[src/rtl/u2c_pkg.sv]
package u2c_pkg;

   // Default width of the running UTF-16 offset counter
   localparam int OFFSET_BITS_DEFAULT = 32;

   localparam int BYTE_W     = 8;
   localparam int CP_W       = 21;
   localparam int POS_W      = 32;
   localparam int UNITS_W    = 2;
   localparam int COUNT_W    = 3;
   localparam int REMAIN_W   = 2;

   // Lead byte payload masks
   localparam logic [BYTE_W-1:0] LEAD2_MASK = 8'h1F;
   localparam logic [BYTE_W-1:0] LEAD3_MASK = 8'h0F;
   localparam logic [BYTE_W-1:0] LEAD4_MASK = 8'h07;
   localparam logic [BYTE_W-1:0] CONT_MASK  = 8'h3F;

   localparam logic [UNITS_W-1:0] UNITS_ONE = 2'd1;
   localparam logic [UNITS_W-1:0] UNITS_TWO = 2'd2;

   localparam logic [COUNT_W-1:0] LEN_ONE   = 3'd1;
   localparam logic [COUNT_W-1:0] LEN_TWO   = 3'd2;
   localparam logic [COUNT_W-1:0] LEN_THREE = 3'd3;
   localparam logic [COUNT_W-1:0] LEN_FOUR  = 3'd4;

   typedef struct packed {
      logic [BYTE_W-1:0] data_byte;
      logic              last_of_text;
   } req_payload_type;

   typedef struct packed {
      logic [CP_W-1:0]    code_point;
      logic [POS_W-1:0]   utf16_position;
      logic [UNITS_W-1:0] utf16_units;
      logic [COUNT_W-1:0] byte_count;
      logic               truncated;
   } rsp_payload_type;

endpackage

[src/rtl/u2c_stream_if.sv]
interface u2c_stream_if #(
   parameter type payload_type = logic
);
   logic        valid;
   logic        ready;
   payload_type payload;

   modport source (output valid, output payload, input ready);
   modport sink   (input valid, input payload, output ready);
endinterface

[src/rtl/u2c_input_stage.sv]
module u2c_input_stage (
   input  logic                     clock,
   input  logic                     reset,
   u2c_stream_if.sink               req_if,
   input  logic                     drain,
   output logic                     beat_valid,
   output u2c_pkg::req_payload_type beat
);
   import u2c_pkg::*;

   logic            valid_ff;
   req_payload_type beat_ff;
   logic            take;

   // Accept when empty or when the held beat moves on this cycle
   assign req_if.ready = !valid_ff || drain;
   assign take         = req_if.valid && req_if.ready;

   always_ff @(posedge clock) begin
      if (reset) begin
         valid_ff <= 1'b0;
      end else if (req_if.ready) begin
         valid_ff <= req_if.valid;
      end
   end

   always_ff @(posedge clock) begin
      if (take) begin
         beat_ff <= req_if.payload;
      end
   end

   assign beat_valid = valid_ff;
   assign beat       = beat_ff;
endmodule

[src/rtl/u2c_decode.sv]
module u2c_decode #(
   parameter int OFFSET_BITS = u2c_pkg::OFFSET_BITS_DEFAULT
) (
   input  logic                     clock,
   input  logic                     reset,
   input  logic                     step,
   input  u2c_pkg::req_payload_type beat,
   output logic                     emit,
   output u2c_pkg::rsp_payload_type result
);
   import u2c_pkg::*;

   localparam int EXT_W = (OFFSET_BITS > POS_W) ? OFFSET_BITS : POS_W;

   logic [CP_W-1:0]        pv_ff, pv_in;
   logic [REMAIN_W-1:0]    rem_ff, rem_in;
   logic [COUNT_W-1:0]     len_ff, len_in;
   logic [OFFSET_BITS-1:0] cnt_ff, cnt_in;

   logic [BYTE_W-1:0]      b;
   logic                   last;
   logic [CP_W-1:0]        cont;
   logic [CP_W-1:0]        cont_sh;
   logic [CP_W-1:0]        cp;
   logic [COUNT_W-1:0]     nbytes;
   logic                   trunc;
   logic [UNITS_W-1:0]     units;
   logic [EXT_W-1:0]       pos_ext;

   assign b    = beat.data_byte;
   assign last = beat.last_of_text;
   assign cont = CP_W'(b & CONT_MASK);

   always_comb begin
      unique case (rem_ff)
         2'd2:    cont_sh = cont << 6;
         2'd3:    cont_sh = cont << 12;
         default: cont_sh = cont;
      endcase
   end

   always_comb begin
      pv_in  = pv_ff;
      rem_in = rem_ff;
      len_in = len_ff;
      emit   = 1'b0;
      cp     = '0;
      nbytes = LEN_ONE;
      trunc  = 1'b0;

      if (rem_ff == '0) begin
         priority if (!b[7] || b[7:6] == 2'b10) begin
            // ASCII or stray continuation byte stands for itself
            emit = 1'b1;
            cp   = CP_W'(b);
         end else if (b[7:5] == 3'b110) begin
            pv_in  = CP_W'(b & LEAD2_MASK) << 6;
            rem_in = 2'd1;
            len_in = LEN_TWO;
         end else if (b[7:4] == 4'b1110) begin
            pv_in  = CP_W'(b & LEAD3_MASK) << 12;
            rem_in = 2'd2;
            len_in = LEN_THREE;
         end else begin
            pv_in  = CP_W'(b & LEAD4_MASK) << 18;
            rem_in = 2'd3;
            len_in = LEN_FOUR;
         end
         if (!emit && last) begin
            emit  = 1'b1;
            cp    = pv_in;
            trunc = 1'b1;
         end
      end else begin
         pv_in  = pv_ff | cont_sh;
         rem_in = rem_ff - 2'd1;
         if (rem_in == '0) begin
            emit   = 1'b1;
            cp     = pv_in;
            nbytes = len_ff;
         end else if (last) begin
            emit   = 1'b1;
            cp     = pv_in;
            nbytes = len_ff - {1'b0, rem_in};
            trunc  = 1'b1;
         end
      end

      units = (cp[CP_W-1:16] != '0) ? UNITS_TWO : UNITS_ONE;

      cnt_in = cnt_ff;
      if (emit) begin
         cnt_in = cnt_ff + OFFSET_BITS'(units);
      end
      if (emit && rem_in == '0) begin
         pv_in  = '0;
         len_in = '0;
      end
      if (last) begin
         pv_in  = '0;
         rem_in = '0;
         len_in = '0;
         cnt_in = '0;
      end
   end

   always_ff @(posedge clock) begin
      if (reset) begin
         pv_ff  <= '0;
         rem_ff <= '0;
         len_ff <= '0;
         cnt_ff <= '0;
      end else if (step) begin
         pv_ff  <= pv_in;
         rem_ff <= rem_in;
         len_ff <= len_in;
         cnt_ff <= cnt_in;
      end
   end

   // Position is taken before the counter advances
   assign pos_ext = EXT_W'(cnt_ff);

   assign result.code_point     = cp;
   assign result.utf16_position = pos_ext[POS_W-1:0];
   assign result.utf16_units    = units;
   assign result.byte_count     = nbytes;
   assign result.truncated      = trunc;
endmodule

[src/rtl/utf8_to_codepoint_utf16_offset_core.sv]
// An accepted req beat passes through the input register and then the result register to become its rsp beat.
// Throughput: one byte per cycle, sustained, with no stall on the rsp side.
// Bytes that only open or extend a sequence produce no rsp beat.
// Reset (synchronous, active high) empties both registers, drops any partial
// character and clears the UTF-16 offset counter.
module utf8_to_codepoint_utf16_offset_core #(
   parameter int OFFSET_BITS = u2c_pkg::OFFSET_BITS_DEFAULT
) (
   input  logic         clock,
   input  logic         reset,
   u2c_stream_if.sink   req_if,
   u2c_stream_if.source rsp_if
);
   import u2c_pkg::*;

   // Input register holds one byte beat
   logic            beat_valid;
   req_payload_type beat;

   // Decode results for the held beat
   logic            emit;
   rsp_payload_type result;

   // Result register
   logic            rsp_valid_ff;
   rsp_payload_type rsp_payload_ff;

   logic            out_free;
   logic            step;

   // The result register can load when empty or when its beat leaves now
   assign out_free = !rsp_valid_ff || rsp_if.ready;
   // Advance the held byte through the decoder
   assign step     = beat_valid && out_free;

   u2c_input_stage u_input (
      .clock      (clock),
      .reset      (reset),
      .req_if     (req_if),
      .drain      (out_free),
      .beat_valid (beat_valid),
      .beat       (beat)
   );

   u2c_decode #(
      .OFFSET_BITS (OFFSET_BITS)
   ) u_decode (
      .clock  (clock),
      .reset  (reset),
      .step   (step),
      .beat   (beat),
      .emit   (emit),
      .result (result)
   );

   // Load a new result or drop the delivered one
   always_ff @(posedge clock) begin
      if (reset) begin
         rsp_valid_ff <= 1'b0;
      end else if (out_free) begin
         rsp_valid_ff <= step && emit;
      end
   end

   always_ff @(posedge clock) begin
      if (step && emit) begin
         rsp_payload_ff <= result;
      end
   end

   assign rsp_if.valid   = rsp_valid_ff;
   assign rsp_if.payload = rsp_payload_ff;

`ifndef NO_ASSERTIONS
   // A complete single-byte character is ASCII or a stray continuation byte
   assert property (@(posedge clock) disable iff (reset)
      (rsp_valid_ff && !rsp_payload_ff.truncated && rsp_payload_ff.byte_count == LEN_ONE)
      |-> (rsp_payload_ff.code_point < CP_W'(8'hC0)))
      else $error("single-byte result out of range");

   // A cut-off character never carries a full four bytes
   assert property (@(posedge clock) disable iff (reset)
      (rsp_valid_ff && rsp_payload_ff.truncated)
      |-> (rsp_payload_ff.byte_count >= LEN_ONE && rsp_payload_ff.byte_count <= LEN_THREE))
      else $error("truncated result with bad byte count");

   // A held byte that cannot advance stays in the input register
   assert property (@(posedge clock) disable iff (reset)
      (beat_valid && !out_free) |=> (beat_valid && $stable(beat)))
      else $error("held byte lost while stalled");
`endif

endmodule

[src/flat_wrapper.sv]
// flat-port wrapper written by rule: the top's interface ports become plain ports
module utf8_to_codepoint_utf16_offset_core_flat import u2c_pkg::*;
#(
   parameter int OFFSET_BITS = u2c_pkg::OFFSET_BITS_DEFAULT
)
  (clock, reset, req_if_valid, req_if_payload, req_if_ready, rsp_if_valid, rsp_if_payload, rsp_if_ready);
  u2c_stream_if #(.payload_type(req_payload_type)) req_if_i ();
  u2c_stream_if #(.payload_type(rsp_payload_type)) rsp_if_i ();
  input  logic clock;
  input  logic reset;
  input wire logic [$bits(req_if_i.valid)-1:0] req_if_valid;
  input wire logic [$bits(req_if_i.payload)-1:0] req_if_payload;
  output wire logic [$bits(req_if_i.ready)-1:0] req_if_ready;
  output wire logic [$bits(rsp_if_i.valid)-1:0] rsp_if_valid;
  output wire logic [$bits(rsp_if_i.payload)-1:0] rsp_if_payload;
  input wire logic [$bits(rsp_if_i.ready)-1:0] rsp_if_ready;
  assign req_if_i.valid = req_if_valid;
  assign req_if_i.payload = req_if_payload;
  assign req_if_ready = req_if_i.ready;
  assign rsp_if_valid = rsp_if_i.valid;
  assign rsp_if_payload = rsp_if_i.payload;
  assign rsp_if_i.ready = rsp_if_ready;
  utf8_to_codepoint_utf16_offset_core #(.OFFSET_BITS(OFFSET_BITS)) u_core (.clock(clock), .reset(reset), .req_if(req_if_i), .rsp_if(rsp_if_i));
endmodule
[config.mk]
export PLATFORM = sky130hd
export DESIGN_NAME = utf8_to_codepoint_utf16_offset_core_flat
export DESIGN_NICKNAME = d
export VERILOG_FILES = /design/src/rtl/u2c_pkg.sv /design/src/rtl/u2c_stream_if.sv /design/src/rtl/u2c_input_stage.sv /design/src/rtl/u2c_decode.sv /design/src/rtl/utf8_to_codepoint_utf16_offset_core.sv /design/src/flat_wrapper.sv
export SDC_FILE = /design/constraint.sdc
export NUM_CORES = 1
export LEC_CHECK = 0
export BUFFER_PORTS_ARGS = -buffer_cell sky130_fd_sc_hd__buf_4
export CAP_MARGIN = 20
export CORE_ASPECT_RATIO = 1.25
export CORE_MARGIN = 1
export CORE_UTILIZATION = 57
export DETAILED_ROUTE_END_ITERATION = 10
export MAX_ROUTING_LAYER = met4
export PLACE_DENSITY = 0.84
export SYNTH_ARGS = -nofsm -noshare
export SYNTH_HDL_FRONTEND = slang
export SYNTH_SLANG_ARGS = --single-unit
[constraint.sdc]
create_clock -name clock -period 4.4 [get_ports clock]
set_clock_uncertainty 0.2 [all_clocks]
set_input_delay 0.66 -clock clock [delete_from_list [all_inputs] [get_ports clock]]
set_output_delay 0.66 -clock clock [all_outputs]
set_load 0.01 [all_outputs]
==> results.md, run 1 <==
- Hold WC Path Type: input port to register
- HP Start: req_if_payload[0]
- Clock group share of total power: 48.4%
- TritonCTS buffer count: 17
- Fin. Hold Viols: 0
- Die width: 87.9 um
- GR Util met1: 28.3%
- FF-to-FF Start: u_core.u_decode.rem_ff[1]
- Root Driver: clkbuf_8
- Worst flop-to-flop path endpoint: u_core.u_decode.cnt_ff[20]
- Multi-input logic area: 1840 sq um
- Number of DRC markers in iteration 0: 165
- Max clock buf depth: 2
- Switch share: 20.9%
- Gpl congestion: 0.921
- Adder-cell area share of the yosys netlist: 2.43%
- Antenna cell count: 0
- CTS HTree Levels: 4
- Most common cell after layout, fill and taps aside: buf_4
- Layout cells sized above 1: 23.0%
- Routed Antenna Nets: 0
- RSZ-0062 raised after global routing: no
- First-pass GRT wire length: 17.5 mm
- Most Crowded Layer GR: met2
- Synth unique cells: 54
- CTS Sinks: 128
- NetSw: 582 uW
- P&R area growth vs syn: 23.7%
- Required @ worst endpoint: 4.59 ns
- Post-route DRC: 0
- Core ar.: 8800 sq um
- Sum Neg Setup Slack: 0 ns
- Initial antenna violation count: 0
- Fillers: 581
- Hold-fix buffers, CTS: 0
- Final Util: 74.0%
- Setup violators final: 0
- Post-layout min period: 3.67 ns
- Top Family by Delay on Critical Path: simple AND/OR/NAND/NOR gates
- CP endpoint kind: register
- Register Area: 3240 sq um
- Die H: 109 um
- Run status: finished clean
- Flop2flop setup slack: 0.73 ns
- Number of setup buffers added after CTS: 0
- Worst slew pin tran: 0.653 ns
- XOR/XNOR Fraction of Synth Area: 3.16%
- Max-cap violations: 0
- Flops & latches, synth: 128
- Io pins: 74
- Largest family of logic cells by synthesized area: simple AND/OR/NAND/NOR gates
- Crit-path slowest cell: nor4b_1
- YS warnings: 0
- Final Cycle Share: 83.3%
- Slew Limit Headroom: 56.4%
- Comb pwr share: 4.7%
- Async SR Flop Fraction: 0%
- Leak Pwr: 2.41 nW
- Pwr per Cell Area: 429 nW/um^2
- Hold path endpoint: u_core.u_input.beat[0]
- Total grt overflow: 0
- Synthesized Nets: 465
- Max Clk Rate: 273 MHz
- Fin. max-slew vios: 0
- Worst Path Buf+Inv: 4
- Cell internal pwr: 2.21 mW
- Simple-gate share of the synthesized area: 15.1%
- PostCTS Resize Cnt: 0
- Synthesized instance count: 443
- Crit-path max cell delay: 0.44 ns
- Mux contribution to synthesized area: 0.595%
- Commonest cells after routing, fill and taps aside: 81 x buf_4, 68 x edfxtp_1, 60 x dfxtp_1, 42 x nor2_1, 35 x a22o_1
- Largest net degree at the start of global routing: 32
- Primary FF master, synth: edfxtp_1
- Rows: 38
- CP arrival: 3.86 ns
- Peak supply drop: 0.372 mV
- DIE AREA: 9620 sq um
- Avg Cell Area, Syn: 11.9 sq um
- Crit Path Max Fanout: 18
- Sequential share of the synthesized area: 61.7%
- Gr usage total: 25.1%
- CTS tree: built
- Final WL: 11.0 mm
- Worst Setup Start Kind: register
- Drt pass-1 iters: 4
- Vias in the first global route: 3631
- Worst path cell trace: inv_1 -> ha_1 -> nor2_1 -> nor2_1 -> buf_4 -> o21ai_0 -> nand2_1 -> inv_1 -> ha_1 -> inv_1 -> fa_1 -> nand3b_1 -> nor4b_1 -> xnor2_1 -> nor2_1
- Flop pwr share: 46.9%
- Min setup slack post-route: 0.733 ns
- Reg clk slew, reported paths: 0.06 ns
- Vias per cell: 5.91
- FF-to-FF path depth: 15
- Critical path type: register to register
- Met3 Resource Use GR: 7.06%
- Setup Slack @ Placement: 0.801 ns
- M2 GR Usage: 41.5%
- Starting Density: 59.8%
- Worst-Skew Late Latency: 0.52 ns
- Detailed-placement wirelength estimate: 7.39 mm
- Number of flops mapped to enable cells by yosys: 68
- Cell Area, Synth: 5260 sq um
- Wire per inst: 16.8 um
- Nets: 543
- Via count: 3865
- Port bufs: 73
- Area fraction in compound gates after synthesis: 13.6%
- Worst hold stages: 1
## synth_stat cells, types with 2 or more instances
| cell | n | area (sq um) |
|---|---|---|
| or2_2 | 2 | 12.5 |
| ha_1 | 7 | 87.6 |
| nand3_1 | 11 | 55.1 |
| nand2b_1 | 2 | 12.5 |
| nor2b_1 | 7 | 43.8 |
| dfxtp_1 | 60 | 1200 |
| buf_4 | 2 | 15.0 |
| a21o_1 | 6 | 45.0 |
| fa_1 | 2 | 40.0 |
| nand4b_1 | 3 | 26.3 |
| a22o_1 | 35 | 307 |
| a32o_1 | 2 | 20.0 |
| a21boi_0 | 2 | 15.0 |
| mux2i_1 | 2 | 20.0 |
| and2_1 | 3 | 18.8 |
| nor2_1 | 42 | 158 |
| nor4_1 | 14 | 87.6 |
| a21oi_1 | 26 | 130 |
| nand2_1 | 21 | 78.8 |
| edfxtp_1 | 68 | 2040 |
| nand4_1 | 6 | 37.5 |
| a31oi_1 | 4 | 25.0 |
| and3_1 | 3 | 18.8 |
| nor3_1 | 10 | 50.1 |
| o41ai_1 | 3 | 26.3 |
| o22ai_1 | 2 | 12.5 |
| nand4bb_1 | 2 | 22.5 |
| clkbuf_1 | 12 | 45.0 |
| or3_1 | 6 | 37.5 |
| a31o_2 | 2 | 17.5 |
| buf_2 | 5 | 25.0 |
| buf_1 | 3 | 11.3 |
| and4_1 | 5 | 43.8 |
| o21ai_0 | 7 | 35.0 |
| inv_1 | 19 | 71.3 |
| xnor2_1 | 19 | 166 |
## stage by stage
| stage | area (sq um) | total power, mW | hold WS [ns] | instances |
|---|---|---|---|---|
| 4_1_cts | 6500 | 2.80 | 0.0917 | 654 |
| 5_1_grt | 6500 | 2.87 | 0.0881 | 654 |
| 3_5_place_dp | 5930 | 1.46 | 0.251 | 622 |
| 2_1_floorplan | 5260 | 1.40 | 0.230 | 443 |
| 6_report | 6500 | 2.79 | 0.116 | 654 |
| 3_3_place_gp | 5930 | 1.46 | 0.238 | 622 |
## registers in the layout, indices dropped and copies added, names as in the netlist
name	cells
u_core.rsp_if.payload	59
u_core.u_input.beat_valid	1
u_core.u_input.beat	9
u_core.rsp_if.valid	1
u_core.u_decode.pv_ff	21
u_core.u_decode.len_ff	3
u_core.u_decode.rem_ff	2
u_core.u_decode.cnt_ff	32
## kinds of logic (layout without fill, tap and decap cells)
family          count (synthesis)  in the layout
compound gates                 97             97
fa+ha+maj                       9              9
buf+inv                        42            133
xor+xnor                       19             19
mux                             3              3
flops                         128            128
simple gates                  145            145
## area by class of cell
cell class,instances,area share [%]
inverters,19,1.10
multi-input cells,273,28.2
repair buffers,82,9.66
flip-flops and latches,128,49.9
well taps,120,2.31
clock inverters,13,2.21
clock buffers,19,6.64
## power by group through the flow
stage / sequential [mW] / clock (mW) / combinational [mW]
floorplan: 1.33 / 0 / 0.0669
global placement: 1.33 / 0 / 0.126
detailed placement: 1.33 / 0 / 0.130
CTS: 1.31 / 1.36 / 0.131
global route: 1.31 / 1.42 / 0.141
finish: 1.31 / 1.35 / 0.131
## per-layer routing
layer  wire [um]  share of wire [%]
met5           0                  0
met2        5830                 53
met3         599                5.5
met1        4330                 39
met4         225                2.0
## worst max path at each step
stage / from / end / cells after the start
after floorplan: u_core.u_decode.rem_ff[0] / u_core.u_decode.cnt_ff[24] / 12
after global placement: u_core.u_decode.rem_ff[1] / u_core.u_decode.cnt_ff[24] / 16
after detailed placement: u_core.u_decode.rem_ff[1] / u_core.u_decode.cnt_ff[24] / 16
after CTS: u_core.u_decode.rem_ff[1] / u_core.u_decode.cnt_ff[20] / 15
after global routing: u_core.u_decode.rem_ff[1] / u_core.u_decode.cnt_ff[16] / 15
final: u_core.u_decode.rem_ff[1] / u_core.u_decode.cnt_ff[20] / 15
Power figures use the tool's default switching activity.
==> run 2, diff against run 1 <==
==> constraint.sdc (replaced) <==
create_clock -name clock -period 3.7 [get_ports clock]
set_clock_uncertainty 0.2 [all_clocks]
set_input_delay 0.555 -clock clock [delete_from_list [all_inputs] [get_ports clock]]
set_output_delay 0.555 -clock clock [all_outputs]
set_load 0.01 [all_outputs]
==> run 2 against run 1 <==
Against the previous run:
- combinational power grew 30%
- critical endpoint unchanged
- register-to-register slack lost 0.41 ns
- sequential cell count did not move
- clock power increased by 26%
- maximum frequency rose by 8.6%
- sequential share of layout area is 1.1 points lower
- worst setup slack worse by 0.41 ns
- die area did not move
- wire length rose by 3.6%
==> results.md, run 2 (synthesis results as in run 1) <==
- Run status: finished clean
- Io pins: 74 (unchanged)
- CTS HTree Levels: 4 (unchanged)
- Sum Neg Setup Slack: 0 ns (unchanged)
- Worst-Skew Late Latency: 0.53 ns (about the same)
- First-pass GRT wire length: 18.2 mm (+4.4%)
- Die H: 109 um (unchanged)
- Worst slew pin tran: 0.729 ns (+0.0764 ns)
- Setup Slack @ Placement: 0.147 ns (-0.654 ns)
- CTS tree: built
- Drt pass-1 iters: 6 (+2)
- CP arrival: 3.59 ns (-0.27 ns)
- Routed Antenna Nets: 0 (unchanged)
- Required @ worst endpoint: 3.91 ns (-0.68 ns)
- Vias in the first global route: 3897 (+7.3%)
- Hold Slack: 0.0602 ns (-0.0553 ns)
- Critical path type: register to register
- Antenna cell count: 0 (unchanged)
- Detailed-placement wirelength estimate: 7.53 mm (+1.9%)
- Starting Density: 59.8% (unchanged)
- Min setup slack post-route: 0.323 ns (-0.410 ns)
- Fin. max-slew vios: 0 (unchanged)
- CP endpoint kind: register
- Max-cap violations: 0 (unchanged)
- TritonCTS buffer count: 17 (unchanged)
- Layout cells sized above 1: 23.8% (+0.78 points)
- Die width: 87.9 um (unchanged)
- FF-to-FF path depth: 15 (unchanged)
- Post-layout min period: 3.38 ns (-0.290 ns)
- Hold WC Path Type: input port to register
- Max reg flops: 59 (unchanged)
- Slew Limit Headroom: 51.0% (-5.4 points)
- P&R area growth vs syn: 26.6%
- Crit Path Max Fanout: 10 (-8)
- Pwr per Cell Area: 514 nW/um^2 (+20%)
- Vias per cell: 5.89 (-0.38%)
- RSZ-0062 raised after global routing: no
- Final instance area: 6660 sq um (+2.3%)
- Initial antenna violation count: 0 (unchanged)
- Commonest cells after routing, fill and taps aside: 84 x buf_4, 68 x edfxtp_1, 60 x dfxtp_1, 42 x nor2_1, 35 x a22o_1
- Largest net degree at the start of global routing: 37 (+16%)
- Final total power: 3.42 mW (+23%)
- Fillers: 562 (-3.3%)
- Core ar.: 8800 sq um (unchanged)
- Flop2flop setup slack: 0.32 ns (-0.41 ns)
- Max Clk Rate: 296 MHz (+8.6%)
- Total grt overflow: 0 (unchanged)
- Post-route DRC: 0 (unchanged)
- DIE AREA: 9620 sq um (unchanged)
- Leak Pwr: 2.48 nW (+2.9%)
- Final WL: 11.4 mm (+3.6%)
- Rows: 38 (unchanged)
- Worst Setup Start Kind: register
- Fin. Hold Viols: 0 (unchanged)
- Gpl congestion: 0.894 (-2.9%)
- Nets: 555 (+2.2%)
- Gr usage total: 26.3% (+1.2 points)
- FF-to-FF Start: u_core.u_decode.rem_ff[0]
- CTS Sinks: 128 (unchanged)
- Reg clk slew, reported paths: 0.06 ns (about the same)
- Worst hold stages: 3 (+2)
- Most common cell after layout, fill and taps aside: buf_4
- Number of DRC markers in iteration 0: 259 (+57%)
- Placed Area: 5940 sq um (+0.25%)
- Peak supply drop: 0.330 mV (-11%)
- Max clock buf depth: 2 (unchanged)
- Wire per inst: 17.1 um (+1.8%)
- Final Cycle Share: 91.3% (+7.9 points)
- Hold path endpoint: u_core.u_input.beat_valid
- Via count: 3921 (+1.4%)
- Setup violators final: 0 (unchanged)
- Register Area: 3240 sq um (unchanged)
- Worst flop-to-flop path endpoint: u_core.u_decode.cnt_ff[20]
- Root Driver: clkbuf_8
- Multi-input logic area: 1840 sq um (+0.27%)
- HP Start: req_if_valid
- Port bufs: 73 (unchanged)
[run 2: cell count changes in the layout (fill, tap and decap cells not counted)]
cell	before	now
dlygate4sd3_1	0	9
buf_4	81	84
clkinv_1	3	0
clkinv_4	0	3
bufinv_16	3	4
clkbuf_8	2	1
clkinvlp_4	3	2
inv_6	0	1
nor3_1	10	9
nor3_2	1	2
[run 2: stage by stage]
step / util (%) / cells
after global routing: 75.7 / 666
after global placement: 67.6 / 624
after floorplan: - / 443
after CTS: 75.5 / 665
after detailed placement: 67.6 / 624
final: 75.7 / 666
[run 2: repair_timing]
item / in CTS / in global routing
hold buffers: 9 / 0
resized for setup: 0 / 1
setup endpoints to repair: 0 / 13
setup buffers: 0 / 1
hold endpoints to repair: 9 / 0
[run 2: per-layer routing]
layer / track usage (%) / share of wire, % / vias up
li1: - / - / 1834
met1: 28.2 / 38 / 1873
met2: 44.2 / 53 / 180
met3: 7.73 / 5.9 / 34
met4: 13.0 / 2.8 / 0
met5: - / 0 / -
[run 2: worst max-delay path by stage]
stage | slack, ns | start | to | depth (start not counted)
after global placement | 0.32 | u_core.u_decode.rem_ff[0] | u_core.u_decode.cnt_ff[24] | 13
after global routing | 0.06 | u_core.u_decode.rem_ff[0] | u_core.u_decode.cnt_ff[20] | 15
after CTS | 0.10 | u_core.u_decode.rem_ff[0] | u_core.u_decode.cnt_ff[20] | 12
after detailed placement | 0.15 | u_core.u_decode.rem_ff[0] | u_core.u_decode.cnt_ff[20] | 12
final | 0.32 | u_core.u_decode.rem_ff[0] | u_core.u_decode.cnt_ff[20] | 15
after floorplan | 0.41 | u_core.u_decode.rem_ff[0] | u_core.u_decode.cnt_ff[24] | 12
[run 2: where the power goes]
group | internal, mW | leakage, nW | switching [mW] | total, mW
Clock | 1.09 | 0.295 | 0.606 | 1.70
Sequential | 1.53 | 1.15 | 0.0233 | 1.55
Combinational | 0.0722 | 1.04 | 0.0981 | 0.170
Total | 2.69 | 2.48 | 0.728 | 3.42
[run 2: critical path: stages (launching register included)]
cell and delay [ns]:
dfxtp_1 0.44, inv_1 0.13, ha_1 0.23, nand3_1 0.18, nor3_2 0.11, o31ai_1 0.09
nand2_1 0.13, inv_1 0.14, ha_1 0.19, inv_1 0.06, fa_1 0.41, nand3b_1 0.20
buf_4 0.19, nor4b_1 0.35, xnor2_1 0.16, nor2_1 0.05
[run 2: area by class of cell]
| type | instances | share of cell area, % |
|---|---|---|
| multi-input cells | 273 | 27.7 |
| well taps | 120 | 2.26 |
| clock inverters | 14 | 2.86 |
| inverters | 19 | 1.07 |
| repair buffers | 94 | 11.1 |
| clock buffers | 18 | 6.28 |
| flip-flops and latches | 128 | 48.7 |
